--- src/rtl/core/nmea_gga_field_extractor_assert.svh ---
// Assertion macros used by the NMEA GGA field extractor RTL.
`ifndef NMEA_GGA_FIELD_EXTRACTOR_ASSERT_SVH
`define NMEA_GGA_FIELD_EXTRACTOR_ASSERT_SVH

// Same-cycle implication, disabled while reset is asserted.
`define NGA_ASSERT_IMP(label, clk, rst_n, ante, cons) \
    label: assert property (@(posedge clk) disable iff (!(rst_n)) (ante) |-> (cons)) \
        else $error("NGA assertion failed");

// Next-cycle implication, disabled while reset is asserted.
`define NGA_ASSERT_NXT(label, clk, rst_n, ante, cons) \
    label: assert property (@(posedge clk) disable iff (!(rst_n)) (ante) |=> (cons)) \
        else $error("NGA assertion failed");

`endif

--- src/rtl/core/nga_pkg.sv ---
// Types, codes and constant tables of the NMEA GGA field extractor.
package nga_pkg;

    localparam logic [1:0] KIND_NUM  = 2'd0;
    localparam logic [1:0] KIND_DIR  = 2'd1;
    localparam logic [1:0] KIND_DONE = 2'd2;

    localparam logic [7:0] CH_NUL   = 8'h00;
    localparam logic [7:0] CH_CR    = 8'h0D;
    localparam logic [7:0] CH_LF    = 8'h0A;
    localparam logic [7:0] CH_COMMA = 8'h2C;
    localparam logic [7:0] CH_N     = 8'h4E;
    localparam logic [7:0] CH_S     = 8'h53;
    localparam logic [7:0] CH_E     = 8'h45;
    localparam logic [7:0] CH_W     = 8'h57;
    localparam logic [7:0] CH_0     = 8'h30;
    localparam logic [7:0] CH_9     = 8'h39;
    localparam logic [7:0] CH_POINT = 8'h2E;
    localparam logic [7:0] CH_PLUS  = 8'h2B;
    localparam logic [7:0] CH_MINUS = 8'h2D;
    localparam logic [7:0] CH_SPACE = 8'h20;
    localparam logic [7:0] CH_TAB   = 8'h09;
    localparam logic [7:0] CH_VT    = 8'h0B;
    localparam logic [7:0] CH_FF    = 8'h0C;
    localparam logic [7:0] CH_LOW_A = 8'h61;
    localparam logic [7:0] CH_LOW_Z = 8'h7A;

    localparam logic [3:0] HDR_LEN = 4'd6;
    localparam logic [39:0] MAG_MAX = 40'd549755813887;

    typedef struct packed {
        logic [1:0]         kind;
        logic [3:0]         field_number;
        logic signed [39:0] fixed_value;
        logic [7:0]         direction;
        logic               success;
        logic [2:0]         emitted_count;
        logic               run_end;
    } t_result;

    typedef struct packed {
        logic [1:0] n;
        t_result    r0;
        t_result    r1;
    } t_push;

    typedef struct packed {
        logic [2:0] count;
        logic       room2;
    } t_resq_status;

    // Characters of the expected sentence header "$GPGGA".
    function automatic logic [7:0] hdr_char(input logic [2:0] idx);
        logic [7:0] c;
        case (idx)
            3'd0: c = 8'h24;
            3'd1: c = 8'h47;
            3'd2: c = 8'h50;
            3'd3: c = 8'h47;
            3'd4: c = 8'h47;
            3'd5: c = 8'h41;
            default: c = 8'h00;
        endcase
        return c;
    endfunction

    function automatic logic [19:0] pow10(input logic [2:0] j);
        logic [19:0] p;
        case (j)
            3'd0: p = 20'd1;
            3'd1: p = 20'd10;
            3'd2: p = 20'd100;
            3'd3: p = 20'd1000;
            3'd4: p = 20'd10000;
            3'd5: p = 20'd100000;
            3'd6: p = 20'd1000000;
            default: p = 20'd0;
        endcase
        return p;
    endfunction

endpackage

--- src/rtl/core/nga_if.sv ---
// Valid/ready channel interfaces for sentence bytes and extracted results.
interface nga_byte_if;
    logic       valid;
    logic       ready;
    logic [7:0] byte_in;
    logic       last_byte;

    modport source (output valid, output byte_in, output last_byte, input ready);
    modport sink (input valid, input byte_in, input last_byte, output ready);
endinterface

interface nga_result_if;
    logic               valid;
    logic               ready;
    logic [1:0]         kind;
    logic [3:0]         field_number;
    logic signed [39:0] fixed_value;
    logic [7:0]         direction;
    logic               success;
    logic [2:0]         emitted_count;
    logic               run_end;

    modport source (output valid, output kind, output field_number, output fixed_value,
                    output direction, output success, output emitted_count,
                    output run_end, input ready);
    modport sink (input valid, input kind, input field_number, input fixed_value,
                  input direction, input success, input emitted_count,
                  input run_end, output ready);
endinterface

--- src/rtl/core/nga_resq.sv ---
// Four-entry result queue that takes up to two results per cycle and delivers one.
module nga_resq
    import nga_pkg::*;
(
    input  logic                i_clk,
    input  logic                i_rst_n,
    input  t_push               i_push,
    output t_resq_status        o_status,
    nga_result_if.source        o_result
);

    localparam int DEPTH = 4;

    t_result    r_q [DEPTH];
    t_result    n_q [DEPTH];
    logic [2:0] r_cnt;
    logic [2:0] n_cnt;
    logic [2:0] cnt_pop;
    logic [1:0] w0;
    logic [1:0] w1;
    logic       pop;

    assign pop = o_result.valid && o_result.ready;

    always_comb begin
        n_q = r_q;
        cnt_pop = r_cnt;
        if (pop) begin
            for (int i = 0; i < DEPTH - 1; i++) begin
                n_q[i] = r_q[i + 1];
            end
            cnt_pop = r_cnt - 3'd1;
        end
        w0 = cnt_pop[1:0];
        w1 = cnt_pop[1:0] + 2'd1;
        if (i_push.n != 2'd0) begin
            n_q[w0] = i_push.r0;
        end
        if (i_push.n == 2'd2) begin
            n_q[w1] = i_push.r1;
        end
        n_cnt = cnt_pop + {1'b0, i_push.n};
    end

    always_ff @(posedge i_clk) begin
        if (!i_rst_n) begin
            r_cnt <= 3'd0;
        end else begin
            r_cnt <= n_cnt;
        end
        r_q <= n_q;
    end

    assign o_status.count = r_cnt;
    assign o_status.room2 = (r_cnt <= 3'(DEPTH - 2));

    assign o_result.valid         = (r_cnt != 3'd0);
    assign o_result.kind          = r_q[0].kind;
    assign o_result.field_number  = r_q[0].field_number;
    assign o_result.fixed_value   = r_q[0].fixed_value;
    assign o_result.direction     = r_q[0].direction;
    assign o_result.success       = r_q[0].success;
    assign o_result.emitted_count = r_q[0].emitted_count;
    assign o_result.run_end       = r_q[0].run_end;

endmodule

--- src/rtl/core/nmea_gga_field_extractor.sv ---
// Top level of the NMEA GGA field extractor: byte parser state and result queue.
//
// The block takes a GGA sentence one byte per item and splits it at commas. Field 0
// must start with "$GPGGA", otherwise the sentence ends at its comma. Fields 1, 2
// and 4 (time, latitude, longitude), when closed by a comma and non-empty, give a
// signed fixed-point result scaled by ten to the FRAC_DIGITS (extra fraction digits
// truncated, magnitude saturated at 2^39-1, text without a digit gives 0). Fields 3
// and 5 give their first letter, upper-cased, when it is N/S or E/W. A NUL, CR or
// LF byte, a byte flagged last_byte, or the comma closing field FIELD_LIMIT-1 ends
// the sentence with a done result that reports how many fields were emitted. After
// an end on a byte without last_byte, bytes are dropped up to and including the next
// byte flagged last_byte. Rate: one byte per cycle while input ready is high; all
// parsing of a byte is one pass of logic from the parser registers into a four-entry
// result queue. A byte gives zero, one or two results; the queue delivers one per
// cycle while the output is ready, the field result of a comma before its done
// result. Input ready is high while the queue holds at most two results, so a
// stalled output side holds the input off after three or four results.
module nmea_gga_field_extractor
    import nga_pkg::*;
#(
    parameter int FRAC_DIGITS = 5,
    parameter int FIELD_LIMIT = 11
) (
    input  logic          i_clk,
    input  logic          i_rst_n,
    nga_byte_if.sink      i_byte,
    nga_result_if.source  o_result
);

    localparam logic PH_RUN   = 1'b0;
    localparam logic PH_DRAIN = 1'b1;

    localparam logic [2:0] FD  = 3'(FRAC_DIGITS);
    localparam logic [4:0] FLM = 5'(FIELD_LIMIT);

    // Parser state. The accumulator holds the magnitude already scaled by the
    // fraction digits still missing, so the result needs no final multiply.
    logic        r_phase,     n_phase;
    logic [3:0]  r_field,     n_field;
    logic [3:0]  r_flen,      n_flen;
    logic        r_hdr_ok,    n_hdr_ok;
    logic [7:0]  r_first,     n_first;
    logic [39:0] r_acc,       n_acc;
    logic        r_neg,       n_neg;
    logic        r_point,     n_point;
    logic        r_stop,      n_stop;
    logic        r_digits,    n_digits;
    logic        r_begun,     n_begun;
    logic [2:0]  r_fseen,     n_fseen;
    logic [2:0]  r_emitted,   n_emitted;

    t_push        push;
    t_resq_status q_stat;
    logic         accept;
    logic [7:0]   c;
    logic         last;

    // Datapath pieces of the digit update.
    logic [3:0]  digit;
    logic        is_digit;
    logic [2:0]  frac_pos;
    logic [23:0] int_add;
    logic [23:0] frac_add;
    logic [44:0] int_sum;
    logic [40:0] frac_sum;
    logic [39:0] int_acc;
    logic [39:0] frac_acc;

    // Values offered at a closing comma.
    logic [39:0] mag;
    logic [39:0] num_val;
    logic [7:0]  dir_up;
    logic        dir_ok;
    logic        num_fld;
    logic        emit;
    logic        sent_end;
    t_result     field_res;

    assign accept = i_byte.valid && i_byte.ready;
    assign i_byte.ready = q_stat.room2;
    assign c = i_byte.byte_in;
    assign last = i_byte.last_byte;

    assign digit    = 4'(c - CH_0);
    assign is_digit = (c >= CH_0) && (c <= CH_9);
    assign frac_pos = FD - r_fseen - 3'd1;
    assign int_add  = 24'(digit) * 24'(pow10(FD));
    assign frac_add = 24'(digit) * 24'(pow10(frac_pos));
    assign int_sum  = {2'b00, r_acc, 3'b000} + {4'b0000, r_acc, 1'b0} + 45'(int_add);
    assign frac_sum = {1'b0, r_acc} + 41'(frac_add);
    assign int_acc  = (int_sum > 45'(MAG_MAX)) ? MAG_MAX : int_sum[39:0];
    assign frac_acc = (frac_sum > 41'(MAG_MAX)) ? MAG_MAX : frac_sum[39:0];

    assign mag     = r_digits ? r_acc : 40'd0;
    assign num_val = (r_neg && (mag != 40'd0)) ? (40'd0 - mag) : mag;
    assign dir_up  = ((r_first >= CH_LOW_A) && (r_first <= CH_LOW_Z)) ?
                     (r_first - 8'd32) : r_first;
    assign num_fld = (r_field == 4'd1) || (r_field == 4'd2) || (r_field == 4'd4);
    assign dir_ok  = ((r_field == 4'd3) && ((dir_up == CH_N) || (dir_up == CH_S))) ||
                     ((r_field == 4'd5) && ((dir_up == CH_E) || (dir_up == CH_W)));
    assign emit    = (r_field != 4'd0) && (r_flen != 4'd0) && (num_fld || dir_ok);
    assign sent_end = (({1'b0, r_field} + 5'd1) >= FLM) || last;

    always_comb begin
        field_res = '0;
        if (num_fld) begin
            field_res.kind        = KIND_NUM;
            field_res.fixed_value = num_val;
        end else begin
            field_res.kind      = KIND_DIR;
            field_res.direction = dir_up;
        end
        field_res.field_number = r_field;
    end

    function automatic t_result make_done(input logic [3:0] fld, input logic [2:0] cnt);
        t_result r;
        r = '0;
        r.kind          = KIND_DONE;
        r.field_number  = fld;
        r.success       = (cnt != 3'd0);
        r.emitted_count = cnt;
        r.run_end       = 1'b1;
        return r;
    endfunction

    always_comb begin
        n_phase   = r_phase;
        n_field   = r_field;
        n_flen    = r_flen;
        n_hdr_ok  = r_hdr_ok;
        n_first   = r_first;
        n_acc     = r_acc;
        n_neg     = r_neg;
        n_point   = r_point;
        n_stop    = r_stop;
        n_digits  = r_digits;
        n_begun   = r_begun;
        n_fseen   = r_fseen;
        n_emitted = r_emitted;
        push      = '0;

        if (accept) begin
            if (r_phase == PH_DRAIN) begin
                if (last) begin
                    n_phase = PH_RUN;
                end
            end else if ((c == CH_NUL) || (c == CH_CR) || (c == CH_LF)) begin
                push.n  = 2'd1;
                push.r0 = make_done(r_field, r_emitted);
            end else if (c == CH_COMMA) begin
                if ((r_field == 4'd0) && !(r_hdr_ok && (r_flen >= HDR_LEN))) begin
                    push.n  = 2'd1;
                    push.r0 = make_done(4'd0, r_emitted);
                end else if (emit) begin
                    n_emitted = r_emitted + 3'd1;
                    push.r0 = field_res;
                    if (sent_end) begin
                        push.n  = 2'd2;
                        push.r1 = make_done(r_field, r_emitted + 3'd1);
                    end else begin
                        push.n = 2'd1;
                        push.r0.run_end = 1'b1;
                    end
                end else if (sent_end) begin
                    push.n  = 2'd1;
                    push.r0 = make_done(r_field, r_emitted);
                end
                n_field = r_field + 4'd1;
            end else begin
                // Ordinary character: header check, length, and number parsing.
                if (r_flen == 4'd0) begin
                    n_first = c;
                end
                if ((r_field == 4'd0) && (r_flen < HDR_LEN) && (c != hdr_char(r_flen[2:0])))
                begin
                    n_hdr_ok = 1'b0;
                end
                if (r_flen != 4'd15) begin
                    n_flen = r_flen + 4'd1;
                end
                if (!r_stop) begin
                    if (is_digit) begin
                        n_begun  = 1'b1;
                        n_digits = 1'b1;
                        if (r_point) begin
                            if (r_fseen < FD) begin
                                n_acc   = frac_acc;
                                n_fseen = r_fseen + 3'd1;
                            end
                        end else begin
                            n_acc = int_acc;
                        end
                    end else if ((c == CH_POINT) && !r_point) begin
                        n_begun = 1'b1;
                        n_point = 1'b1;
                    end else if (((c == CH_PLUS) || (c == CH_MINUS)) && !r_begun) begin
                        n_begun = 1'b1;
                        if (c == CH_MINUS) begin
                            n_neg = 1'b1;
                        end
                    end else if (((c == CH_SPACE) || (c == CH_TAB) || (c == CH_VT) ||
                                  (c == CH_FF)) && !r_begun) begin
                        n_stop = 1'b0;
                    end else begin
                        n_stop = 1'b1;
                    end
                end
                if (last) begin
                    push.n  = 2'd1;
                    push.r0 = make_done(r_field, r_emitted);
                end
            end

            // A comma always starts a new field.
            if ((r_phase == PH_RUN) && (c == CH_COMMA)) begin
                n_flen   = 4'd0;
                n_first  = 8'd0;
                n_acc    = 40'd0;
                n_neg    = 1'b0;
                n_point  = 1'b0;
                n_stop   = 1'b0;
                n_digits = 1'b0;
                n_begun  = 1'b0;
                n_fseen  = 3'd0;
            end

            // Any done result closes the sentence and restarts the parser.
            if ((r_phase == PH_RUN) && (((push.n == 2'd1) && (push.r0.kind == KIND_DONE)) ||
                                        (push.n == 2'd2))) begin
                n_field   = 4'd0;
                n_flen    = 4'd0;
                n_hdr_ok  = 1'b1;
                n_first   = 8'd0;
                n_acc     = 40'd0;
                n_neg     = 1'b0;
                n_point   = 1'b0;
                n_stop    = 1'b0;
                n_digits  = 1'b0;
                n_begun   = 1'b0;
                n_fseen   = 3'd0;
                n_emitted = 3'd0;
                n_phase   = last ? PH_RUN : PH_DRAIN;
            end
        end
    end

    always_ff @(posedge i_clk) begin
        if (!i_rst_n) begin
            r_phase   <= PH_RUN;
            r_field   <= 4'd0;
            r_flen    <= 4'd0;
            r_hdr_ok  <= 1'b1;
            r_first   <= 8'd0;
            r_acc     <= 40'd0;
            r_neg     <= 1'b0;
            r_point   <= 1'b0;
            r_stop    <= 1'b0;
            r_digits  <= 1'b0;
            r_begun   <= 1'b0;
            r_fseen   <= 3'd0;
            r_emitted <= 3'd0;
        end else begin
            r_phase   <= n_phase;
            r_field   <= n_field;
            r_flen    <= n_flen;
            r_hdr_ok  <= n_hdr_ok;
            r_first   <= n_first;
            r_acc     <= n_acc;
            r_neg     <= n_neg;
            r_point   <= n_point;
            r_stop    <= n_stop;
            r_digits  <= n_digits;
            r_begun   <= n_begun;
            r_fseen   <= n_fseen;
            r_emitted <= n_emitted;
        end
    end

    nga_resq u_resq (
        .i_clk    (i_clk),
        .i_rst_n  (i_rst_n),
        .i_push   (push),
        .o_status (q_stat),
        .o_result (o_result)
    );

`include "nmea_gga_field_extractor_assert.svh"

    // The queue never overfills, given that ready keeps room for two results.
    `NGA_ASSERT_IMP(a_queue_bound, i_clk, i_rst_n, 1'b1, q_stat.count <= 3'd4)
    // A byte flagged last always leaves a fresh sentence behind it.
    `NGA_ASSERT_NXT(a_last_restarts, i_clk, i_rst_n, accept && last,
        (r_phase == PH_RUN) && (r_field == 4'd0) && (r_emitted == 3'd0))
    // Only fields 1 to 5 are emitted, so the count stays at five or below.
    `NGA_ASSERT_IMP(a_emit_bound, i_clk, i_rst_n, 1'b1, r_emitted <= 3'd5)
    // A done result is always the final result of its byte.
    `NGA_ASSERT_IMP(a_done_run_end, i_clk, i_rst_n,
        o_result.valid && (o_result.kind == KIND_DONE), o_result.run_end)

endmodule

--- src/flat_wrapper.sv ---
// flat-port wrapper written by rule: the top's interface ports become plain ports
module nmea_gga_field_extractor_flat import nga_pkg::*;
#(
    parameter int FRAC_DIGITS = 5,
    parameter int FIELD_LIMIT = 11
)
  (i_clk, i_rst_n, i_byte_valid, i_byte_byte_in, i_byte_last_byte, i_byte_ready, o_result_valid, o_result_kind, o_result_field_number, o_result_fixed_value, o_result_direction, o_result_success, o_result_emitted_count, o_result_run_end, o_result_ready);
  nga_byte_if i_byte_i ();
  nga_result_if o_result_i ();
  input  logic i_clk;
  input  logic i_rst_n;
  input wire logic [$bits(i_byte_i.valid)-1:0] i_byte_valid;
  input wire logic [$bits(i_byte_i.byte_in)-1:0] i_byte_byte_in;
  input wire logic [$bits(i_byte_i.last_byte)-1:0] i_byte_last_byte;
  output wire logic [$bits(i_byte_i.ready)-1:0] i_byte_ready;
  output wire logic [$bits(o_result_i.valid)-1:0] o_result_valid;
  output wire logic [$bits(o_result_i.kind)-1:0] o_result_kind;
  output wire logic [$bits(o_result_i.field_number)-1:0] o_result_field_number;
  output wire logic [$bits(o_result_i.fixed_value)-1:0] o_result_fixed_value;
  output wire logic [$bits(o_result_i.direction)-1:0] o_result_direction;
  output wire logic [$bits(o_result_i.success)-1:0] o_result_success;
  output wire logic [$bits(o_result_i.emitted_count)-1:0] o_result_emitted_count;
  output wire logic [$bits(o_result_i.run_end)-1:0] o_result_run_end;
  input wire logic [$bits(o_result_i.ready)-1:0] o_result_ready;
  assign i_byte_i.valid = i_byte_valid;
  assign i_byte_i.byte_in = i_byte_byte_in;
  assign i_byte_i.last_byte = i_byte_last_byte;
  assign i_byte_ready = i_byte_i.ready;
  assign o_result_valid = o_result_i.valid;
  assign o_result_kind = o_result_i.kind;
  assign o_result_field_number = o_result_i.field_number;
  assign o_result_fixed_value = o_result_i.fixed_value;
  assign o_result_direction = o_result_i.direction;
  assign o_result_success = o_result_i.success;
  assign o_result_emitted_count = o_result_i.emitted_count;
  assign o_result_run_end = o_result_i.run_end;
  assign o_result_i.ready = o_result_ready;
  nmea_gga_field_extractor #(.FRAC_DIGITS(FRAC_DIGITS), .FIELD_LIMIT(FIELD_LIMIT)) u_core (.i_clk(i_clk), .i_rst_n(i_rst_n), .i_byte(i_byte_i), .o_result(o_result_i));
endmodule
--- config.mk ---
export PLATFORM = sky130hd
export DESIGN_NAME = nmea_gga_field_extractor_flat
export DESIGN_NICKNAME = d
export VERILOG_FILES = /design/src/rtl/core/nga_pkg.sv /design/src/rtl/core/nga_if.sv /design/src/rtl/core/nga_resq.sv /design/src/rtl/core/nmea_gga_field_extractor.sv /design/src/flat_wrapper.sv
export VERILOG_INCLUDE_DIRS = /design/src /design/src/rtl/core
export SDC_FILE = /design/constraint.sdc
export NUM_CORES = 1
export LEC_CHECK = 0
export ABC_CLOCK_PERIOD_IN_PS = 13600
export BUFFER_PORTS_ARGS = -buffer_cell sky130_fd_sc_hd__buf_2
export CAP_MARGIN = 20
export CORE_MARGIN = 10
export CORE_UTILIZATION = 55
export DETAILED_ROUTE_END_ITERATION = 10
export PLACE_DENSITY = 0.79
export SKIP_CTS_REPAIR_TIMING = 1
export SYNTH_ARGS = -nofsm -noshare
export SYNTH_HDL_FRONTEND = slang
export SYNTH_HIERARCHICAL = 1
export SYNTH_SLANG_ARGS = --single-unit
--- constraint.sdc ---
create_clock -name i_clk -period 13.6 [get_ports i_clk]
set_input_delay 4.08 -clock i_clk [delete_from_list [all_inputs] [get_ports i_clk]]
set_output_delay 4.08 -clock i_clk [all_outputs]
set_load 0.03 [all_outputs]
* Yosys cells after proc, flatten, opt, wreduce, memory -nomap -nowiden
Index checks and enable logic that the tools add are counted. Widths: inputs -> output; s select.
Cells by class: bitwise gates (word level) 3, reduce and logical (&&, ||, !) cells 75, equal/unequal tests 47, order comparisons 15, mux-type cells 132, add/sub/neg operators 16, $mul 2
Operator list (count):
- $mux 40 | 14
- $bwmux 236 | 2
- $mux 236 | 2
- $mux 59 | 7
- $mux 120 | 3
- $mux 61 | 4
- $demux 59 s2 | 2
- $mux 177 | 1
- $pmux 20 s7 | 1
- $mux 60 | 2
- $mux 8 | 12
- $mux 1 | 54
- $mux 3 | 16
- $add 45x21->45 | 1
- $gt 45x39->1 const B | 1
- $add 43x41->44 | 1
- $add 40x24->41 | 1
- $gt 41x39->1 const B | 1
- $eq 8x4->1 const B | 5
- $eq 8x6->1 const B | 5
- $mux 4 | 10
- $reduce_bool 40->1 | 1
- $sub 1x40->40 const A | 1
- $reduce_bool 3->1 | 11
- other kinds (55) | 132
Storage, ports and cells: input port bits 13, output and inout bits 61, register bits 308

* Depth between registers and ports, before layout
Gate-level depths: netlist of run 1.
depth in word-level cells 21, depth in mapped cells 28, depth with buffers taken out 25

* Modules after synthesis
The synthesis of run 1 kept the hierarchy.
By module, submodules not included:
- nga_resq | area each 12356.9 sq um, instances 1, sequential area each 4784.6 sq um, cells an instance 1737
- nmea_gga_field_extractor | area each 12085.3 sq um, instances 1, sequential area each 1381.3 sq um, cells an instance 1670

* Worst setup path after synthesis of run 1
OpenSTA, ideal clock, no wires.
kind in2reg, start point input port i_byte_byte_in[1], end point register u_core.r_acc[18], buffers on the path 3, arrival time 9.231 ns, cell stages on the path 28, setup slack 4.251 ns, setup time 0.118 ns, path through ha_1 -> ha_1 -> ha_1 -> a31oi_1 -> nor2b_1 -> nor2_1 -> nor2_1 -> o21a_1 -> o21a_1 -> and3_1 -> o21ai_0 -> xor2_1 -> fa_1 -> inv_1 -> ha_1 -> clkbuf_1 -> nand3_1 -> o211ai_1 -> a21oi_1 -> nor3_1 -> a2111o_1 -> o31ai_1 -> mux2i_1 -> nand4b_1 -> buf_2 -> buf_2 -> o221ai_1 -> nand2_1
On the way: word-level cells in the longest chain between the ends 14, elaborated cells on any way between the ends 45
Ends and longest elaborated chain:
- start, declared | line flat_wrapper.sv:13 | input wire logic [$bits(i_byte_i.byte_in)-1:0] i_byte_byte_in;
- $sub 4x1->4 | line nmea_gga_field_extractor.sv:84 | assign digit = 4'(c - CH_0);
- $mul 4x20->24 | line nmea_gga_field_extractor.sv:88 | assign frac_add = 24'(digit) * 24'(pow10(frac_pos));
- $add 40x24->41 | line nmea_gga_field_extractor.sv:90 | assign frac_sum = {1'b0, r_acc} + 41'(frac_add);
- $gt 41x39->1 | line nmea_gga_field_extractor.sv:92 | assign frac_acc = (frac_sum > 41'(MAG_MAX)) ? MAG_MAX : frac_sum[39:0];
- $mux 40 | line nmea_gga_field_extractor.sv:92
- $mux 40 | line nmea_gga_field_extractor.sv:187 | if (r_fseen < FD) begin
- $mux 40 | line nmea_gga_field_extractor.sv:186 | if (r_point) begin
- $mux 40 | line nmea_gga_field_extractor.sv:183 | if (is_digit) begin
- $mux 40 | line nmea_gga_field_extractor.sv:182 | if (!r_stop) begin
- $mux 40 | line nmea_gga_field_extractor.sv:151 | end else if (c == CH_COMMA) begin
- $mux 40 | line nmea_gga_field_extractor.sv:148 | end else if ((c == CH_NUL) || (c == CH_CR) || (c == CH_LF)) begin
- $mux 40 | line nmea_gga_field_extractor.sv:144 | if (r_phase == PH_DRAIN) begin
- $mux 40 | line nmea_gga_field_extractor.sv:216 | if ((r_phase == PH_RUN) && (c == CH_COMMA)) begin
- $mux 40 | line nmea_gga_field_extractor.sv:229 | if ((r_phase == PH_RUN) && (((push.n == 2'd1) && (push.r0.kind == KIND_DONE)) ||
- end signal, assigned | line nmea_gga_field_extractor.sv:269 | r_acc <= n_acc;
- end, declared | line nmea_gga_field_extractor.sv:43 | logic [39:0] r_acc, n_acc;
Parallel ways exist; a longest one is shown, timed or not. The select of a mux whose other input is x is not followed. A chain may end at the register's enable or synchronous reset.

* Worst setup path in the final report of run 1
start point input port i_byte_byte_in[1], end point register u_core.r_acc[30]
The elaborated chain is that of the path after synthesis.

==> flow_metrics.py, run 1 <==
metrics = {
    "yosys": {
        "synth_area_per_cell_um2": 7.17,
        "synth_edf_count": 0,
        "ys_seq_area_frac": 0.252,
        "synth_ff_type": "dfxtp_1",
        "netlist_instances": 3407,
        "synth_top_area_frac": 0.252,
        "ys_types": 82,
        "async_flop_share": 0,
        "ys_warn_count": 6,
        "synth_area_leader_cell": "dfxtp_1",
        "synthTopCellsByArea": "dfxtp_1 25%, nand2_1 11%, ha_1 7.6%",
        "synth_area_mm2": 0.0244,
        "ys_ff_latch": 308,
    },
    "worst_setup_path": {
        "crit_buf_inv": 3,
        "cp.required_ps": 14030,
        "critPathMostFrequentCell": "ha_1",
        "r2r_cells": 22,
        "crit_path_max_fanout": 39,
        "worst-path-stages": 27,
        "path_class": "input port to flip-flop",
        "cp_slowest_cell": "fa_1",
        "cp_top_family": "compound AO/OA/AOI/OAI gates",
        "critPathArrivalTime_ps": 10110,
        "cp-start-kind": "input port",
        "crit_start": "i_byte_byte_in[1]",
        "max_stage_delay_ps": 450,
        "reg2reg_from": "u_core/r_fseen[0]",
        "critPathCaptureType": "flip-flop",
        "ff2ff_setup_slack_ps": 6570,
        "rr_endpoint": "u_core/r_acc[1]",
    },
    "timing": {
        "slew_violations": 0,
        "max_freq_mhz": 103,
        "slew_headroom": 0.265,
        "hold_ws_ps": 450,
        "setup_ws_ps": 3910,
        "rsz0062_at_grt": "false",
        "setup_viol": 0,
        "final.setup_skew_ps": 25.8,
        "fin_crit_sh": 0.712,
        "hold_violations": 0,
        "tns_ps": 0,
        "finalCriticalPeriod_ps": 9690,
        "tightest_slew_ps": 1100,
    },
    "global_route": {
        "grt_first_pass_wirelength_um": 114000,
        "grt_pass1_vias": 21800,
        "overflow": 0,
        "grt_max_degree": 100,
        "track_usage": 0.253,
        "grt_antenna_before_repair": 0,
    },
    "detailed_routing": {
        "drc": 0,
        "antenna_left": 0,
        "drt_first_iter_violations": 2512,
        "vias": 23600,
        "wl_um": 69300,
        "vias_per_cell": 5.76,
        "drtPass1Iterations": 6,
        "wl_per_cell_um": 16.9,
    },
    "cells_and_area": {
        "n_antenna_cell": 0,
        "drive_gt1_frac": 0.0577,
        "area_delta_synth_final_pct": 8.24,
        "utilization": 0.600,
        "nNetsFinal": 3704,
        "fill_cells": 4081,
    },
    "clock_network": {
        "clock_sinks": 308,
        "cts_tree": "built",
        "clockBufferDepth": 3,
        "path_clk_slew_ps": 60,
        "h-tree-depth": 2,
        "root_buffer": "clkbuf_16",
        "cts_made_buffers": 36,
        "clk_latency_ps": 560,
    },
    "flow_run": {
        "maxCapViolCount": 0,
    },
    "outcome": {
        "run_status": "finished, final reports clean",
    },
    "floorplan": {
        "coreArea_mm2": 0.0441,
        "dieHeight_um": 231,
        "initial_core_util": 0.554,
        "placementRows": 77,
        "die-area_mm2": 0.0533,
        "die_w_um": 231,
        "boundaryPins": 74,
    },
    "hold_path": {
        "hold_end": "u_core/u_resq/r_q[24]",
        "holdCritPathClass": "flip-flop to flip-flop",
        "worstHoldPathCells": 2,
        "worstHoldStart": "u_core/u_resq/r_q[24]",
    },
    "placed_design": {
        "hpwlAfterDp_um": 47900,
        "io_buffers": 73,
        "pre_cts_slack_ps": 3400,
        "gp_congestion": 0.984,
    },
    "power": {
        "powerDensity_mw_per_mm2": 143,
        "ir_drop_mv": 0.127,
        "total_power_mw": 3.78,
        "cellLeakagePower_nw": 12.1,
    },
}
worst reg2reg max path, cell delays in order (launching register included):
cell      delay (ps)
dfxtp_1          430
inv_1            120
ha_1             230
xor2_1           740
nand2_1          410
a21oi_1          350
or2_2            180
fa_1             410
fa_1             550
inv_1             50
fa_1             500
inv_1             40
ha_1             410
nand3_1          130
nor4_1           410
o211ai_1         170
o221ai_1         150
o21a_1           280
nand2_1           80
nand3_1          620
buf_4            380
o22ai_1          110
o21ai_0          190
Yosys cell counts, types with 37 or more instances:
library cell  instances
ha_1                148
xnor2_1              66
fa_1                 69
a22o_1               60
o21ai_1              42
o21ai_0             290
buf_4                62
nor3_1               40
dfxtp_1             308
inv_1               177
clkbuf_1            163
xor2_1               40
nand3_1             109
and3_1              150
buf_2                37
a2bb2oi_1            59
nor2_1              202
nand2_1             739
a21oi_1             235
final cells by class:
cell class / count / area, um^2 / share of cell area
multi-input cells: 2840 / 17000 / 0.644
flip-flops and latches: 308 / 6170 / 0.233
clock buffers: 54 / 1090 / 0.0412
well taps: 592 / 741 / 0.0280
inverters: 184 / 693 / 0.0262
repair buffers: 104 / 618 / 0.0234
clock inverters: 12 / 108 / 0.00407
placed cells by master (no fill, tap or decap), drive strengths merged, types with 66 or more instances in the layout:
| cell type | synthesis | routed |
|---|---|---|
| inv | 181 | 184 |
| a21oi | 237 | 237 |
| and3 | 150 | 150 |
| fa | 69 | 69 |
| buf | 117 | 104 |
| nor2 | 202 | 202 |
| conb | 1 | 208 |
| dfxtp | 308 | 308 |
| xnor2 | 66 | 66 |
| ha | 148 | 148 |
| nand2 | 739 | 739 |
| nand3 | 109 | 109 |
| o21ai | 333 | 333 |
how the worst max path moves through the flow:
| stage | endpoint | slack [ps] |
|---|---|---|
| floorplan | u_core/r_acc[18] | 4250 |
| global placement | u_core/r_acc[30] | 3520 |
| detailed placement | u_core/r_acc[30] | 3400 |
| CTS | u_core/r_acc[30] | 3960 |
| global route | u_core/r_acc[30] | 3470 |
| finish | u_core/r_acc[30] | 3910 |
report_power, final:
group,leakage (nW),switching [mW],total [mW],internal (mW)
clock network,0.584,0.406,0.983,0.577
registers,2.52,0.144,1.29,1.14
logic,9.02,0.968,1.51,0.539
total,12.1,1.52,3.78,2.26
stage by stage:
stage / cells / instance area (um^2)
2_1_floorplan: 3614 / 25200
3_3_place_gp: 4027 / 25200
3_5_place_dp: 4028 / 25300
4_1_cts: 4094 / 26500
5_1_grt: 4094 / 26500
6_report: 4094 / 26500
kinds of logic (layout without fill, tap and decap cells):
group | Yosys count | count (layout) | share of synthesized area
other cells | 1 | 208 | 0.000153
flops | 308 | 308 | 0.252
mux | 8 | 8 | 0.00328
compound gates | 907 | 907 | 0.232
fa+ha+maj | 217 | 217 | 0.132
simple gates | 1394 | 1394 | 0.256
xor+xnor | 106 | 106 | 0.0380
buf+inv | 466 | 354 | 0.0866
per-layer routing:
metal  part of all wire  track usage
met5                  0            0
met4              0.018       0.0672
met3              0.082       0.0444
met2               0.45        0.404
met1               0.45        0.345
registers in the layout, summed over array words and instances (netlist names), 2 cells and up:
name,flops
u_core/u_resq/o_result.kind,2
u_core/u_resq/o_result.direction,8
u_core/r_first,8
u_core/u_resq/o_result.emitted_count,3
u_core/u_resq/o_result.field_number,4
u_core/r_acc,40
u_core/u_resq/r_cnt,3
u_core/r_fseen,3
u_core/u_resq/r_q,177
u_core/r_field,4
u_core/u_resq/o_result.fixed_value,40
u_core/r_emitted,3
u_core/r_flen,4
(Power assumes the default switching activity.)
==> run 2: changes to the inputs <==
--- a/config.mk
+++ b/config.mk
@@ -6,7 +6,7 @@
 export SDC_FILE = /design/constraint.sdc
 export NUM_CORES = 1
 export LEC_CHECK = 0
-export ABC_CLOCK_PERIOD_IN_PS = 13600
+export ABC_CLOCK_PERIOD_IN_PS = 9800
 export BUFFER_PORTS_ARGS = -buffer_cell sky130_fd_sc_hd__buf_2
 export CAP_MARGIN = 20
 export CORE_MARGIN = 10
==> constraint.sdc (replaced) <==
create_clock -name i_clk -period 9.8 [get_ports i_clk]
set_input_delay 2.94 -clock i_clk [delete_from_list [all_inputs] [get_ports i_clk]]
set_output_delay 2.94 -clock i_clk [all_outputs]
set_load 0.03 [all_outputs]
==> run 2 against run 1 <==
  * Non-clock buffer count up 3
  * First-iteration DRC count down 1.7%
  * Hold slack worse by 2.2 ps
  * Largest power group unchanged
  * Highest routed layer unchanged
==> flow_metrics.py, run 2 (synthesis gave the netlist of run 1 again) <==
metrics = {
    "outcome": {
        "run_status": "finished, final reports clean",
    },
    "detailed_routing": {
        "vias_per_cell": 5.78,
        "drt_first_iter_violations": 2469,
        "wl_um": 68400,
        "wl_per_cell_um": 16.7,
        "drc": 0,
        "drtPass1Iterations": 6,
        "vias": 23700,
        "antenna_left": 0,
    },
    "placed_design": {
        "pre_cts_slack_ps": 804,
        "io_buffers": 73,
        "gp_congestion": 0.964,
        "hpwlAfterDp_um": 47400,
    },
    "worst_setup_path": {
        "path_class": "input port to flip-flop",
        "cp.required_ps": 10230,
        "cp-start-kind": "input port",
        "cp_top_family": "compound AO/OA/AOI/OAI gates",
        "crit_path_max_fanout": 39,
        "cp_slowest_cell": "fa_1",
        "crit_buf_inv": 3,
        "critPathCaptureType": "flip-flop",
        "reg2reg_from": "u_core/r_fseen[0]",
        "critPathArrivalTime_ps": 8970,
        "max_stage_delay_ps": 500,
        "crit_start": "i_byte_byte_in[1]",
    },
    "timing": {
        "fin_crit_sh": 0.871,
        "final.setup_skew_ps": 16.2,
        "tns_ps": 0,
        "hold_violations": 0,
        "slew_headroom": 0.286,
        "tightest_slew_ps": 1070,
        "finalCriticalPeriod_ps": 8540,
        "rsz0062_at_grt": "false",
        "setup_viol": 0,
        "slew_violations": 0,
        "setup_ws_ps": 1260,
        "hold_ws_ps": 448,
        "max_freq_mhz": 117,
    },
    "flow_run": {
        "maxCapViolCount": 0,
    },
    "cells_and_area": {
        "multi_input_area_mm2": 0.0170,
        "final_cell_mix": "738 x nand2_1, 308 x dfxtp_1, 290 x o21ai_0, 234 x a21oi_1, 208 x conb_1",
        "nNetsFinal": 3707,
        "top_register": "u_core/u_resq/r_q",
        "largest_register_ff_count": 177,
        "area_delta_synth_final_pct": 8.41,
        "final_common_cell": "nand2_1",
        "n_antenna_cell": 0,
        "fill_cells": 4082,
        "regArea_mm2": 0.00617,
        "drive_gt1_frac": 0.0588,
    },
    "hold_path": {
        "holdCritPathClass": "flip-flop to flip-flop",
        "worstHoldStart": "u_core/u_resq/r_q[3]",
    },
    "clock_network": {
        "h-tree-depth": 2,
        "clk_latency_ps": 550,
        "cts_tree": "built",
        "cts_made_buffers": 36,
        "clockBufferDepth": 3,
        "path_clk_slew_ps": 60,
        "root_buffer": "clkbuf_16",
        "clock_sinks": 308,
    },
    "global_route": {
        "met3_usage": 0.0415,
        "grt_max_degree": 119,
        "track_usage": 0.249,
        "grt-busiest-layer": "met2",
        "met1_usage": 0.346,
        "overflow": 0,
        "grt_first_pass_wirelength_um": 112000,
        "use_met2": 0.388,
        "grt_antenna_before_repair": 0,
        "grt_pass1_vias": 21400,
    },
    "floorplan": {
        "initial_core_util": 0.554,
        "boundaryPins": 74,
        "die-area_mm2": 0.0533,
        "die_w_um": 231,
        "coreArea_mm2": 0.0441,
        "dieHeight_um": 231,
        "placementRows": 77,
    },
    "power": {
        "powerDensity_mw_per_mm2": 199,
        "ir_drop_mv": 0.209,
        "total_power_mw": 5.26,
        "cellLeakagePower_nw": 12.2,
    },
}
[run 2: worst min-delay path: cells and delay by family (launching register included)]
kind             cells  cell delay (ps)
AO/OA/AOI/OAI        1               50
flip-flops           1              310
AND/OR/NAND/NOR      1               50
[run 2: final timing paths]
check,to,slack [ps],depth (start not counted)
setup reg to reg,u_core/r_acc[1],2710,23
hold / removal,u_core/u_resq/r_q[3],450,2
setup / recovery,u_core/r_acc[30],1260,25
hold reg to reg,u_core/u_resq/r_q[3],450,2
[run 2: area by class of cell]
class,instances,share of cell area
flip-flops and latches,308,0.233
repair buffers,107,0.0242
clock inverters,16,0.00652
multi-input cells,2840,0.643
inverters,184,0.0262
well taps,592,0.0280
clock buffers,50,0.0394
[run 2: metal layers]
metal  vias up  part of all wire
li1      11600                 -
met1     11100              0.45
met2       947              0.44
met3       123             0.083
met4         0             0.023
met5         -                 0
[run 2: stage by stage]
step | instances | utilization | area (um^2)
after floorplan | 3614 | - | 25200
after global placement | 4029 | 0.572 | 25200
after detailed placement | 4029 | 0.572 | 25200
after CTS | 4095 | 0.600 | 26500
after global routing | 4097 | 0.601 | 26500
final | 4097 | 0.601 | 26500
[run 2: report_power, final]
part	leakage, nW	internal [mW]	switching, mW
Combinational	9.03	0.750	1.33
Sequential	2.52	1.58	0.202
Clock	0.604	0.829	0.562
